`src/rtl/core/range_based_source_switch_assert.svh`:
```
// ----------------------------------------------------------------------------
// Range-based source switch assertion macros
// Shorthand for the concurrent checks at the end of the top level.
// ----------------------------------------------------------------------------
`ifndef RANGE_BASED_SOURCE_SWITCH_ASSERT_SVH
`define RANGE_BASED_SOURCE_SWITCH_ASSERT_SVH

// implication in the same cycle, off during reset
`define RBSS_ASSERT_SAME(label, clk_s, rst_s, ante, cons, msg) \
  label: assert property (@(posedge clk_s) disable iff (rst_s) (ante) |-> (cons)) \
    else $error(msg);

// implication in the next cycle, always checked
`define RBSS_ASSERT_NEXT(label, clk_s, ante, cons, msg) \
  label: assert property (@(posedge clk_s) (ante) |=> (cons)) \
    else $error(msg);

`endif

```
`src/rtl/core/rbss_pkg.sv`:
```
// ----------------------------------------------------------------------------
// rbss_pkg
// Constants shared by the range-based source switch.
// ----------------------------------------------------------------------------
`default_nettype none

package rbss_pkg;

  localparam int DIST_W = 16;
  localparam int LOST_W = 16;
  localparam int HOLD_W = 10;
  localparam int WGT_W  = 9;

  localparam logic [HOLD_W-1:0] HOLD_MAX = 10'd1023;
  localparam logic [WGT_W-1:0]  Q8_ONE   = 9'd256;

  // lost_frames toggle period 200 = 8 * 25; the multiple-of-25 test on
  // lost_frames[15:3] uses q = (x * LOST_RECIP) >> LOST_SHIFT, exact for 13 bits
  localparam int          LOST_SHIFT = 18;
  localparam logic [13:0] LOST_RECIP = 14'd10486;
  localparam logic [4:0]  LOST_ODD   = 5'd25;

  // register indexes
  localparam logic [1:0] REG_SHORT_THR  = 2'd0;
  localparam logic [1:0] REG_LONG_THR   = 2'd1;
  localparam logic [1:0] REG_WEIGHT     = 2'd2;
  localparam logic [1:0] REG_HOLD_LIMIT = 2'd3;

  localparam logic [15:0] SHORT_THR_RST  = 16'd2000;
  localparam logic [15:0] LONG_THR_RST   = 16'd4000;
  localparam logic [8:0]  WEIGHT_RST     = 9'd26;
  localparam logic [9:0]  HOLD_LIMIT_RST = 10'd300;

endpackage

`default_nettype wire

```
`src/rtl/core/range_based_source_switch.sv`:
```
// ----------------------------------------------------------------------------
// range_based_source_switch
// Per-frame near/far source selection from a smoothed target distance.
// ----------------------------------------------------------------------------
// One item per frame enters an input register and is resolved from there
// into the result register, so the block takes one item every cycle while
// the result is not stalled; the rate is set by the update of the smoothed
// distance and hold counter, which each item reads as left by the item
// before it. in_stall rises only when both the input and the result
// register are full and the result is stalled. The user must write the
// registers through the APB port while idle; the block does not enforce it.
// ----------------------------------------------------------------------------
`default_nettype none

module range_based_source_switch
  import rbss_pkg::*;
(
  input  wire logic        clk,
  input  wire logic        rst,
  // input items
  input  wire logic        in_valid,
  output logic             in_stall,
  input  wire logic [15:0] measured_distance,
  input  wire logic [15:0] lost_frames,
  input  wire logic        current_mode,
  // result items
  output logic             out_valid,
  input  wire logic        out_stall,
  output logic             next_mode,
  output logic             mode_changed,
  output logic [15:0]      filtered_distance,
  output logic [9:0]       frames_since_change,
  // configuration
  input  wire logic        psel,
  input  wire logic        penable,
  input  wire logic        pwrite,
  input  wire logic [3:0]  paddr,
  input  wire logic [31:0] pwdata,
  output logic [31:0]      prdata,
  output logic             pready
);

  // configuration registers
  logic [DIST_W-1:0] short_thr;
  logic [DIST_W-1:0] long_thr;
  logic [WGT_W-1:0]  weight;
  logic [HOLD_W-1:0] hold_limit;
  logic              cfg_wr;
  logic [1:0]        cfg_idx;

  assign pready  = 1'b1;
  assign cfg_wr  = psel & penable & pwrite;
  assign cfg_idx = paddr[3:2];

  always_ff @(posedge clk) begin
    if (rst) begin
      short_thr  <= SHORT_THR_RST;
      long_thr   <= LONG_THR_RST;
      weight     <= WEIGHT_RST;
      hold_limit <= HOLD_LIMIT_RST;
    end else if (cfg_wr) begin
      case (cfg_idx)
        REG_SHORT_THR:  short_thr  <= pwdata[DIST_W-1:0];
        REG_LONG_THR:   long_thr   <= pwdata[DIST_W-1:0];
        REG_WEIGHT:     weight     <= pwdata[WGT_W-1:0];
        REG_HOLD_LIMIT: hold_limit <= pwdata[HOLD_W-1:0];
        default: ;
      endcase
    end
  end

  always_comb begin
    case (cfg_idx)
      REG_SHORT_THR:  prdata = {16'd0, short_thr};
      REG_LONG_THR:   prdata = {16'd0, long_thr};
      REG_WEIGHT:     prdata = {23'd0, weight};
      REG_HOLD_LIMIT: prdata = {22'd0, hold_limit};
      default:        prdata = 32'd0;
    endcase
  end

  // flow control
  logic s1_valid;
  logic out_free;
  logic s1_fire;
  logic in_fire;

  assign out_free = ~out_valid | ~out_stall;
  assign in_stall = s1_valid & ~out_free;
  assign in_fire  = in_valid & ~in_stall;
  assign s1_fire  = s1_valid & out_free;

  // input register; quotient estimate for the multiple-of-25 test rides along
  logic [DIST_W-1:0] s1_meas;
  logic [LOST_W-1:0] s1_lost;
  logic              s1_cur;
  logic [8:0]        s1_lost_q;
  logic [26:0]       lost_prod;

  assign lost_prod = {14'd0, lost_frames[15:3]} * {13'd0, LOST_RECIP};

  always_ff @(posedge clk) begin
    if (rst) begin
      s1_valid <= 1'b0;
    end else if (in_fire) begin
      s1_valid <= 1'b1;
    end else if (s1_fire) begin
      s1_valid <= 1'b0;
    end
  end

  always_ff @(posedge clk) begin
    if (in_fire) begin
      s1_meas   <= measured_distance;
      s1_lost   <= lost_frames;
      s1_cur    <= current_mode;
      s1_lost_q <= lost_prod[LOST_SHIFT+8:LOST_SHIFT];
    end
  end

  // state
  logic [DIST_W-1:0] smoothed;
  logic [DIST_W-1:0] smoothed_next;
  logic [HOLD_W-1:0] hold_count;
  logic [HOLD_W-1:0] hold_count_next;

  // blend: old*256 + (new - old)*w + 128, then >> 8
  logic [WGT_W-1:0]   wq;
  logic signed [16:0] diff;
  logic signed [26:0] blend_prod;
  logic signed [27:0] blend_acc;
  logic [DIST_W-1:0]  blended;

  assign wq         = weight[8] ? Q8_ONE : weight;
  assign diff       = $signed({1'b0, s1_meas}) - $signed({1'b0, smoothed});
  assign blend_prod = diff * $signed({1'b0, wq});
  assign blend_acc  = $signed({4'd0, smoothed, 8'd0}) + 28'(blend_prod) + 28'sd128;
  assign blended    = blend_acc[23:8];

  // lost-target toggle on nonzero multiples of 200
  logic [13:0] q_times_25;
  logic        lost_hit;

  assign q_times_25 = {5'd0, s1_lost_q} * {9'd0, LOST_ODD};
  assign lost_hit   = (s1_lost != '0) && (s1_lost[2:0] == 3'd0)
                      && (q_times_25[12:0] == s1_lost[15:3]) && !q_times_25[13];

  logic              proposed;
  logic [HOLD_W-1:0] hold_inc;
  logic              take;
  logic              mode_sel;

  always_comb begin
    proposed      = s1_cur;
    smoothed_next = smoothed;
    if (s1_meas == '0) begin
      smoothed_next = '0;
      if (lost_hit) begin
        proposed = ~s1_cur;
      end
    end else begin
      smoothed_next = (smoothed == '0) ? s1_meas : blended;
      if (!s1_cur && (smoothed_next > long_thr)) begin
        proposed = 1'b1;
      end else if (s1_cur && (smoothed_next < short_thr)) begin
        proposed = 1'b0;
      end
    end
    hold_inc        = (hold_count == HOLD_MAX) ? hold_count : hold_count + 1'b1;
    take            = (proposed != s1_cur) && (hold_inc > hold_limit);
    hold_count_next = take ? '0 : hold_inc;
    mode_sel        = take ? proposed : s1_cur;
  end

  always_ff @(posedge clk) begin
    if (rst) begin
      smoothed   <= '0;
      hold_count <= '0;
      out_valid  <= 1'b0;
    end else begin
      if (s1_fire) begin
        smoothed   <= smoothed_next;
        hold_count <= hold_count_next;
      end
      if (out_free) begin
        out_valid <= s1_valid;
      end
    end
  end

  always_ff @(posedge clk) begin
    if (s1_fire) begin
      next_mode           <= mode_sel;
      mode_changed        <= take;
      filtered_distance   <= smoothed_next;
      frames_since_change <= hold_count_next;
    end
  end

`include "range_based_source_switch_assert.svh"

  `RBSS_ASSERT_SAME(a_change_clears_hold, clk, rst, out_valid && mode_changed,
                    frames_since_change == '0, "mode change without hold reset")
  `RBSS_ASSERT_SAME(a_stall_only_when_full, clk, rst, in_stall,
                    s1_valid && out_valid && out_stall, "input stalled with room downstream")
  `RBSS_ASSERT_NEXT(a_reset_empty, clk, rst, !out_valid && !s1_valid,
                    "pipeline not empty after reset")
  `RBSS_ASSERT_SAME(a_lost_clears_avg, clk, rst, s1_fire && (s1_meas == '0),
                    smoothed_next == '0, "lost target kept average")

endmodule

`default_nettype wire
```
`config.mk`:
```
export PLATFORM = sky130hd
export DESIGN_NAME = range_based_source_switch
export DESIGN_NICKNAME = d
export VERILOG_FILES = /design/src/rtl/core/rbss_pkg.sv /design/src/rtl/core/range_based_source_switch.sv
export VERILOG_INCLUDE_DIRS = /design/src /design/src/rtl/core
export SDC_FILE = /design/constraint.sdc
export NUM_CORES = 1
export LEC_CHECK = 0
export ABC_AREA = 1
export BUFFER_PORTS_ARGS = -buffer_cell sky130_fd_sc_hd__buf_2
export CAP_MARGIN = 30
export CORE_ASPECT_RATIO = 1.4
export CORE_UTILIZATION = 65
export DETAILED_ROUTE_END_ITERATION = 12
export MAX_ROUTING_LAYER = met4
export PLACE_DENSITY = 0.87
export RECOVER_POWER = 25
export SLEW_MARGIN = 20
export SYNTH_ARGS = -nofsm -noshare
export SYNTH_HDL_FRONTEND = slang
export SYNTH_SLANG_ARGS = --single-unit
```
`constraint.sdc`:
```
create_clock -name clk -period 17.94 [get_ports clk]
set_input_delay 3.588 -clock clk [delete_from_list [all_inputs] [get_ports clk]]
set_output_delay 3.588 -clock clk [all_outputs]
set_load 0.02 [all_outputs]
```
==> metrics.csv, run 1 <==
metric,value,unit
Num CTS Buffers,17,
Mapped Area,17200,µm²
kind of cell adding the most delay to the critical path,adder cells,
Initial Util,0.660,
boundary pin count,139,
Sequential Area,3680,µm²
ys flop type,dfxtp_1,
fin. max-slew vios,43,
"FF+latch count, synth",149,
DP Area,18000,µm²
Final Hold Fails,0,
origin of the critical flop-to-flop path,s1_meas[0],
I/O Buffers,103,
Post-Synthesis Cells,2041,
Synth warnings,0,
pin count of the biggest net entering global routing,81,
R2R cell count,41,
share of layout cells above drive strength 1,0.0784,
vias per cell,5.66,
ranking of synthesized cells by area,"fa_1 23%, ha_1 17%, edfxtp_1 12%",
crit path DAT,9.52,ns
critical path's most frequent cell,nand2_1,
number of global-route vias before repair,14600,
clock sink total,149,
DRC viols,0,
Hold Crit Start,weight[3],
Hold WC Path Type,reg -> reg,
Setup Buffers After CTS,0,
CTS tree,yes,
final non-filler cell area,18500,µm²
crit path max fanout,11,
Startpoint Class,flip-flop,
first-pass GRT wire length,72500,µm
Detail Placement HPWL,36400,µm
Worst Max-Slew Pin Slew,2.38,ns
ant diodes,0,
list of most frequent post-synthesis cells,"497 x inv_1, 286 x nand2_1, 234 x ha_1",
clock skew,0.0161,ns
status,"finished, violations left",
WHS Path Cells,2,
DR pass1 iterations,5,
Synth area leader,fa_1,
fin crit share,0.519,
setup TNS,0,ns
sequential cell area fraction in the yosys report,0.214,
initial antenna violation count,0,
R2R Setup Slk,8.62,ns
grt ovf,0,
DR vias,14000,
synthesized area per cell,8.44,µm²
slowest CP cell,xor2_1,
Slew HR,-0.586,
CTS hold repair buffers,0,
Post-synth EDFFs,70,
Synth-to-Final Area Change,7.38,%
worst stage delay on the critical path,0.75,ns
hold path endpoint,weight[3],
GRT Total Usage,0.359,
FP Rows,70,
antenna violation net count after detailed routing,0,
final RePlAce weighted congestion,1.00,
MaxCap Viol Count,1,
f_max,107,MHz
failing checks,"max-capacitance violations, max-slew violations",
share of async-settable or async-resettable flops after synthesis,0,
clock latency at the later pin of the worst-skew pair,0.45,ns
most frequent cell after synthesis,inv_1,
CORE AREA,26100,µm²
Yosys cell types,52,
fin nets,2634,
die extent in y,195,µm
H-tree depth,4,
count of buffer and inverter cells on the critical path,6,
post-cts sizing count,0,
Die Wd,140,µm
RSZ-0062 raised after global routing,no,
Multi-input gate area,11400,µm²
Routed WL,44700,µm
Routed wire per std cell,18.1,µm
Worst Setup End Kind,flip-flop,
Yosys top cell area share,0.225,
Reg-to-Reg End,frames_since_change[7],
1st-iter DRT viols,836,
clock root buffer,clkbuf_16,
"CTS clk-pin slew, worst paths",0.07,ns
Worst EP required,18.14,ns
CTS max path bufs,2,
Crit Path Class,reg -> reg,
Fillers,2054,
final setup fails,0,
area of the die,27200,µm²
fin crit period,9.32,ns
how the worst max path moves through the flow:
stage | startpoint | endpoint | slack [ns] | depth (start not counted)
2_1_floorplan | paddr[3] | prdata[5] | 9.87 | 4
3_3_place_gp | s1_meas[0] | frames_since_change[7] | 8.83 | 40
3_5_place_dp | s1_meas[0] | frames_since_change[7] | 8.73 | 40
4_1_cts | s1_meas[0] | frames_since_change[7] | 8.73 | 46
5_1_grt | s1_meas[0] | frames_since_change[7] | 8.10 | 46
6_report | s1_meas[0] | frames_since_change[7] | 8.62 | 41
through the flow:
stage | instances | worst slack, ns | hold WS (ns) | utilization
6_report | 2467 | 8.62 | 0.493 | 0.709
3_5_place_dp | 2435 | 8.73 | 0.480 | 0.688
5_1_grt | 2467 | 8.10 | 0.517 | 0.709
4_1_cts | 2467 | 8.73 | 0.491 | 0.710
2_1_floorplan | 2056 | 9.87 | 0.450 | -
3_3_place_gp | 2435 | 8.83 | 0.468 | 0.688
tightest hold or removal path, cell delays in order, from the launching register on:
cell and delay, ns:
dfxtp_1 0.33, nand2_1 0.06, nand3_1 0.05
cells by family (layout without fill, tap and decap cells):
family / count (synthesis) / after routing / synth area share
AOI/OAI and AO/OA: 305 / 305 / 0.100
adders and majority gates: 428 / 428 / 0.395
other: 2 / 17 / 0.000436
DFF: 149 / 149 / 0.214
buffers and inverters: 557 / 644 / 0.126
xor gates and xnor gates: 60 / 60 / 0.0333
and+or+nand+nor: 540 / 540 / 0.131
sequential cells by signal, summed over array words and instances (netlist names):
register	cells
hold_limit	10
frames_since_change	10
s1_valid	1
hold_count	10
smoothed	16
filtered_distance	16
weight	9
s1_lost_q	9
s1_lost	16
next_mode	1
out_valid	1
mode_changed	1
s1_cur	1
long_thr	16
s1_meas	16
short_thr	16
layer usage:
layer,vias to the layer above,GRT usage,part of all wire
met1,6597,0.366,0.34
met5,-,-,0
met4,0,0.254,0.079
li1,6553,-,-
met2,590,0.635,0.52
met3,219,0.0480,0.059
placed cells by master, fill, tap and decap left out, drive strengths merged, types with 7 or more instances in the layout:
master / count
inv: 512
ha: 234
nor3: 7
o21ai: 116
clkbuf: 45
nor4: 8
nand4: 15
nor2: 142
xor2: 37
dfxtp: 79
a21oi: 133
o211ai: 17
buf: 81
nand3: 54
conb: 17
fa: 194
xnor2: 20
edfxtp: 70
nand2: 299
or2: 12
cell type report:
cell class / instances / area share
Clock buffer: 20 / 0.0248
Inverter: 506 / 0.103
Sequential cell: 149 / 0.199
Tap cell: 324 / 0.0219
Clock inverter: 12 / 0.00582
Timing Repair Buffer: 106 / 0.0273
Multi-Input combinational cell: 1350 / 0.618
Power of run 1 is left out: the tool's default activity adds up to more than one toggle a clock period on the data nets, which glitch-free logic cannot reach.
==> inputs of run 2 (changes only) <==
--- a/config.mk
+++ b/config.mk
@@ -6,14 +6,14 @@
 export SDC_FILE = /design/constraint.sdc
 export NUM_CORES = 1
 export LEC_CHECK = 0
-export ABC_AREA = 1
+export ABC_AREA = 0
 export BUFFER_PORTS_ARGS = -buffer_cell sky130_fd_sc_hd__buf_2
 export CAP_MARGIN = 30
 export CORE_ASPECT_RATIO = 1.4
-export CORE_UTILIZATION = 65
+export CORE_UTILIZATION = 57
 export DETAILED_ROUTE_END_ITERATION = 12
 export MAX_ROUTING_LAYER = met4
-export PLACE_DENSITY = 0.87
+export PLACE_DENSITY = 0.8
 export RECOVER_POWER = 25
 export SLEW_MARGIN = 20
 export SYNTH_ARGS = -nofsm -noshare
==> constraint.sdc (replaced) <==
create_clock -name clk -period 7.8 [get_ports clk]
set_input_delay 1.56 -clock clk [delete_from_list [all_inputs] [get_ports clk]]
set_output_delay 1.56 -clock clk [all_outputs]
set_load 0.02 [all_outputs]
==> run 2 against run 1 <==
- the flow finishes with violations (max-capacitance violations, max-slew violations, negative setup slack)
- design area grew 15%
- maximum frequency grew 4.1%
- worst setup slack lost 9.8 ns
- synthesized area barely moved
- first-iteration DRC count shrank 15%
- worst hold slack got worse by 0.021 ns
- sequential share of layout area down 2.5 points
- register-to-register slack got worse by 9.8 ns
- non-clock buffer count is 242 higher
- die area rose by 14%
==> metrics.csv, run 2 <==
metric,value,unit,change
share of async-settable or async-resettable flops after synthesis,0,,unchanged
Yosys top cell area share,0.225,,about the same
clock latency at the later pin of the worst-skew pair,0.44,ns,was 0.45 ns
fin nets,2659,,was 2634
Worst Max-Slew Pin Slew,2.78,ns,was 2.38 ns
Post-Synthesis Cells,1835,,was 2041
CTS hold repair buffers,0,,unchanged
MaxCap Viol Count,1,,unchanged
area of the die,30900,µm²,was 27200 µm²
R2R Setup Slk,-1.15,ns,was 8.62 ns
Initial Util,0.578,,was 0.660
f_max,112,MHz,was 107 MHz
status,"finished, violations left",,unchanged
number of global-route vias before repair,15800,,was 14600
Hold WS,0.472,ns,was 0.493 ns
setup slack at placement,-1.48,ns,was 8.73 ns
Synth-to-Final Area Change,22.9,%,was 7.38%
failing checks,"max-capacitance violations, max-slew violations, negative setup slack",,"was max-capacitance violations, max-slew violations"
Final Hold Fails,0,,unchanged
fin crit period,8.95,ns,was 9.32 ns
Die Wd,149,µm,was 140 µm
most frequent cells in the layout,"358 x inv_1, 231 x buf_4, 218 x ha_1",,"was 495 x inv_1, 286 x nand2_1, 234 x ha_1"
vias per cell,5.64,,was 5.66
DRC viols,0,,unchanged
timing startpoint of the critical path,s1_meas[0],,unchanged
clock skew,0.00714,ns,was 0.0161 ns
Hold Crit Start,long_thr[2],,was weight[3]
Hold WC Path Type,reg -> reg,,unchanged
final setup fails,22,,was 0
list of most frequent post-synthesis cells,"361 x inv_1, 234 x ha_1, 194 x fa_1",,"was 497 x inv_1, 286 x nand2_1, 234 x ha_1"
sequential cell area fraction in the yosys report,0.214,,about the same
H-tree depth,4,,unchanged
slowest CP cell,fa_2,,was xor2_1
Most Crowded Layer GR,met2,,unchanged
Yosys cell types,67,,was 52
antenna violation net count after detailed routing,0,,unchanged
worst stage delay on the critical path,0.53,ns,was 0.75 ns
pin count of the biggest net entering global routing,74,,was 81
final RePlAce weighted congestion,0.970,,was 1.00
share of layout cells above drive strength 1,0.217,,was 0.0784
Startpoint Class,flip-flop,,unchanged
most frequent cell after synthesis,inv_1,,unchanged
Post-synth EDFFs,70,,unchanged
ranking of synthesized cells by area,"fa_1 23%, ha_1 17%, edfxtp_1 12%",,unchanged
origin of the critical flop-to-flop path,s1_meas[0],,unchanged
DR vias,14400,,was 14000
Routed wire per std cell,19.0,µm,was 18.1 µm
initial antenna violation count,4,,was 0
final setup margin,-1.15,ns,was 8.62 ns
crit path DAT,9.31,ns,was 9.52 ns
Worst EP required,8.16,ns,was 18.14 ns
critical path's most frequent cell,fa_1,,was nand2_1
DR pass1 iterations,9,,was 5
Routed WL,48600,µm,was 44700 µm
CTS tree,yes,,unchanged
synthesized area per cell,9.39,µm²,was 8.44 µm²
"CTS clk-pin slew, worst paths",0.06,ns,was 0.07 ns
Mapped Area,17200,µm²,about the same
Final Util,0.710,,was 0.709
crit path max fanout,6,,was 11
die extent in y,208,µm,was 195 µm
FP Rows,75,,was 70
clock sink total,149,,unchanged
Detail Placement HPWL,39200,µm,was 36400 µm
ys flop type,dfxtp_1,,unchanged
"FF+latch count, synth",149,,unchanged
Num CTS Buffers,17,,unchanged
clock root buffer,clkbuf_16,,unchanged
RSZ-0062 raised after global routing,yes,,was no
fin. max-slew vios,43,,unchanged
met1 usage in global routing,0.312,,was 0.366
I/O Buffers,103,,unchanged
first-pass GRT wire length,77000,µm,was 72500 µm
CORE AREA,29800,µm²,was 26100 µm²
GR Util met3,0.0514,,was 0.0480
met2 Resource Use GR,0.609,,was 0.635
grt ovf,0,,unchanged
Slew HR,-0.855,,was -0.586
fin crit share,1.15,,was 0.519
Crit Path Class,reg -> reg,,unchanged
Synth area leader,fa_1,,unchanged
"commonest non-fill, non-tap cell in the layout",inv_1,,unchanged
Fillers,2062,,was 2054
GRT Total Usage,0.337,,was 0.359
CTS max path bufs,2,,unchanged
Worst Setup End Kind,flip-flop,,unchanged
1st-iter DRT viols,711,,was 836
boundary pin count,139,,unchanged
Synth warnings,0,,unchanged
## run 2: changes by cell type in the layout (fill, tap and decap cells not counted), moves of 26 or more
cell | previous run | this run
buf_4 | 2 | 231
inv_1 | 495 | 358
nand2_1 | 286 | 180
o21ai_0 | 111 | 17
a21oi_1 | 123 | 57
nor2b_1 | 0 | 46
nor2_1 | 140 | 101
nand3_1 | 51 | 15
and2_1 | 1 | 33
xnor2_1 | 20 | 46
## run 2: logic make-up (layout without fill, tap and decap cells)
| family | count (synthesis) | after routing | synth area share |
|---|---|---|---|
| simple gates | 497 | 497 | 0.138 |
| buf+inv | 424 | 741 | 0.0971 |
| fa+ha+maj | 428 | 428 | 0.395 |
| other cells | 2 | 21 | 0.000436 |
| compound gates | 227 | 228 | 0.0915 |
| xor+xnor | 77 | 77 | 0.0391 |
| flops | 149 | 149 | 0.214 |
| mux | 31 | 31 | 0.0247 |
## run 2: layer usage
| layer | vias up | wire length (µm) |
|---|---|---|
| li1 | 6559 | - |
| met1 | 7028 | 15800 |
| met2 | 571 | 26200 |
| met3 | 260 | 2510 |
| met4 | 0 | 4100 |
| met5 | - | 0 |
## run 2: worst paths after layout
kind | depth (start not counted) | endpoint
min reg2reg | 2 | long_thr[2]
max reg2reg | 41 | hold_count[3]
max | 41 | hold_count[3]
min | 2 | long_thr[2]
## run 2: area by class of cell
cell class / count / area [µm²] / share of cell area
flip-flops and latches: 149 / 3680 / 0.174
clock buffers: 19 / 433 / 0.0204
diodes: 4 / 10.0 / 0.000472
clock inverters: 13 / 184 / 0.00868
inverters: 361 / 1360 / 0.0640
repair buffers: 348 / 2420 / 0.114
multi-input cells: 1278 / 12600 / 0.595
well taps: 385 / 482 / 0.0227
## run 2: critical path, delay by kind of cell (launching register included)
kind            cells  cell delay, ns
xor+xnor            2            0.35
simple gates       12            1.48
buf+inv             5            0.38
flops               1            0.39
compound gates     13            2.77
fa+ha+maj           9            3.47
## run 2: metrics by stage
stage | TNS, ns | std cells | area [µm²]
after global routing | -29.78 | 2557 | 21200
final | -23.21 | 2557 | 21200
after floorplan | -8.06 | 1850 | 17500
after detailed placement | -30.99 | 2490 | 19900
after CTS | -19.82 | 2543 | 21000
after global placement | -26.60 | 2490 | 19900
## run 2: what timing repair did
action / in CTS / in global routing
buffers inserted: 21 / 7
gates resized for setup: 53 / 29
gates cloned: 1 / 1
pin swaps: 59 / 7
setup endpoints to repair: 22 / 24
Power of run 2 is left out for the same reason.
==> inputs of run 3 (changes only) <==
--- a/config.mk
+++ b/config.mk
@@ -14,7 +14,7 @@
 export DETAILED_ROUTE_END_ITERATION = 12
 export MAX_ROUTING_LAYER = met4
 export PLACE_DENSITY = 0.8
-export RECOVER_POWER = 25
+export SETUP_SLACK_MARGIN = 0.1
 export SLEW_MARGIN = 20
 export SYNTH_ARGS = -nofsm -noshare
 export SYNTH_HDL_FRONTEND = slang
==> run 3 against run 2 <==
- the flow finishes with violations (negative setup slack)
- first-iteration DRC count rose by 5.8%
- clock-buffer cell count did not move
- routed wire length rose by 0.58%
- critical endpoint unchanged
- worst setup slack got worse by 0.13 ns
- maximum frequency fell by 1.4%
- design area rose by 0.39%
- critical path depth fell by 1
==> metrics.csv, run 3 (synthesized netlist as in run 2, its figures left out) <==
metric,value,unit,change
DR vias,14400,,about the same
I/O Buffers,103,,unchanged
GRT Total Usage,0.334,,was 0.337
clock skew,0.00864,ns,was 0.00714 ns
Routed WL,48900,µm,was 48600 µm
area of the die,30900,µm²,unchanged
Routed wire per std cell,19.1,µm,was 19.0 µm
boundary pin count,139,,unchanged
MaxCap Viol Count,0,,was 1
CTS max path bufs,2,,unchanged
crit path max fanout,5,,was 6
share of layout cells above drive strength 1,0.232,,was 0.217
CORE AREA,29800,µm²,unchanged
Num CTS Buffers,17,,unchanged
RSZ-0062 raised after global routing,yes,,unchanged
final setup margin,-1.28,ns,was -1.15 ns
Detail Placement HPWL,39200,µm,unchanged
worst stage delay on the critical path,0.54,ns,was 0.53 ns
Crit Path Class,reg -> reg,,unchanged
failing checks,negative setup slack,,"was max-capacitance violations, max-slew violations, negative setup slack"
DRC viols,0,,unchanged
"CTS clk-pin slew, worst paths",0.06,ns,about the same
vias per cell,5.64,,about the same
CTS tree,yes,,unchanged
fin crit period,9.08,ns,was 8.95 ns
Worst EP required,8.16,ns,about the same
crit path DAT,9.44,ns,was 9.31 ns
pin count of the biggest net entering global routing,74,,unchanged
final setup fails,22,,unchanged
critical path's most frequent cell,fa_1,,unchanged
slowest CP cell,fa_1,,was fa_2
initial antenna violation count,4,,unchanged
H-tree depth,4,,unchanged
most frequent cells in the layout,"358 x inv_1, 233 x buf_4, 219 x ha_1",,"was 358 x inv_1, 231 x buf_4, 218 x ha_1"
status,"finished, violations left",,unchanged
Worst Setup End Kind,flip-flop,,unchanged
Startpoint Class,flip-flop,,unchanged
fin crit share,1.16,,was 1.15
clock sink total,149,,unchanged
Final Hold Fails,0,,unchanged
antenna violation net count after detailed routing,0,,unchanged
DR pass1 iterations,5,,was 9
Synth-to-Final Area Change,23.4,%,was 22.9%
"commonest non-fill, non-tap cell in the layout",inv_1,,unchanged
number of global-route vias before repair,15700,,was 15800
Slew HR,0.485,,was -0.855
FP Rows,75,,unchanged
fin nets,2662,,was 2659
clock latency at the later pin of the worst-skew pair,0.44,ns,about the same
Die Wd,149,µm,unchanged
Initial Util,0.578,,unchanged
grt ovf,0,,unchanged
fin. max-slew vios,0,,was 43
Worst Max-Slew Pin Slew,0.766,ns,was 2.78 ns
1st-iter DRT viols,752,,was 711
WHS Path Cells,2,,unchanged
final RePlAce weighted congestion,0.970,,unchanged
R2R cell count,40,,was 41
first-pass GRT wire length,76200,µm,was 77000 µm
die extent in y,208,µm,unchanged
Hold WC Path Type,reg -> reg,,unchanged
f_max,110,MHz,was 112 MHz
final non-filler cell area,21300,µm²,was 21200 µm²
clock root buffer,clkbuf_16,,unchanged
DP Area,19900,µm²,unchanged
[run 3: changes by cell type in the layout (fill, tap and decap cells not counted), moves of 4 or more]
cell	before	now
clkbuf_1	31	2
buf_6	4	8
buf_2	76	103
nor2b_1	46	42
nor2b_2	1	5
[run 3: worst paths after layout]
kind / endpoint / from / slack, ns
setup / recovery: hold_count[3] / s1_meas[1] / -1.28
hold / removal: long_thr[2] / long_thr[2] / 0.47
setup reg to reg: hold_count[3] / s1_meas[1] / -1.28
hold reg to reg: long_thr[2] / long_thr[2] / 0.47
[run 3: layer usage]
layer | GRT usage | vias to the layer above | share of wire
li1 | - | 6565 | -
met4 | 0.252 | 0 | 0.085
met2 | 0.605 | 585 | 0.54
met3 | 0.0499 | 279 | 0.054
met5 | - | - | 0
met1 | 0.310 | 7010 | 0.32
[run 3: worst max-delay path, delay by kind of cell, from the launching register on]
| kind | cells | cell delay (ns) |
|---|---|---|
| buf+inv | 8 | 0.84 |
| simple gates | 7 | 0.85 |
| fa+ha+maj | 8 | 3.23 |
| xor+xnor | 2 | 0.36 |
| compound gates | 15 | 3.24 |
| flops | 1 | 0.42 |
[run 3: stage by stage]
| stage | worst slack (ns) | std cells | hold WS (ns) | utilization | TNS, ns |
|---|---|---|---|---|---|
| floorplan | -0.410 | 1850 | 0.442 | - | -8.06 |
| global placement | -1.26 | 2490 | 0.453 | 0.668 | -26.60 |
| detailed placement | -1.48 | 2490 | 0.465 | 0.668 | -30.99 |
| CTS | -1.10 | 2540 | 0.473 | 0.699 | -22.75 |
| global route | -1.54 | 2560 | 0.487 | 0.713 | -31.52 |
| finish | -1.28 | 2561 | 0.471 | 0.713 | -25.84 |
[run 3: timing repair]
item	CTS	global route
pin swaps	44	41
setup buffers	17	15
hold buffers	0	0
gates resized for setup	35	52
endpoints found under the setup margin	23	28
cloned	1	0
hold endpoints to repair	0	0
[run 3: cell type report]
type	instances	area, µm²
antenna	5	12.5
clock buffer	19	433
clock inverter	13	184
fill	2049	8570
inverter	361	1360
multi-input combinational	1277	12600
sequential	149	3680
tap	385	482
timing repair buffer	352	2510
Power of run 3 is left out for the same reason.
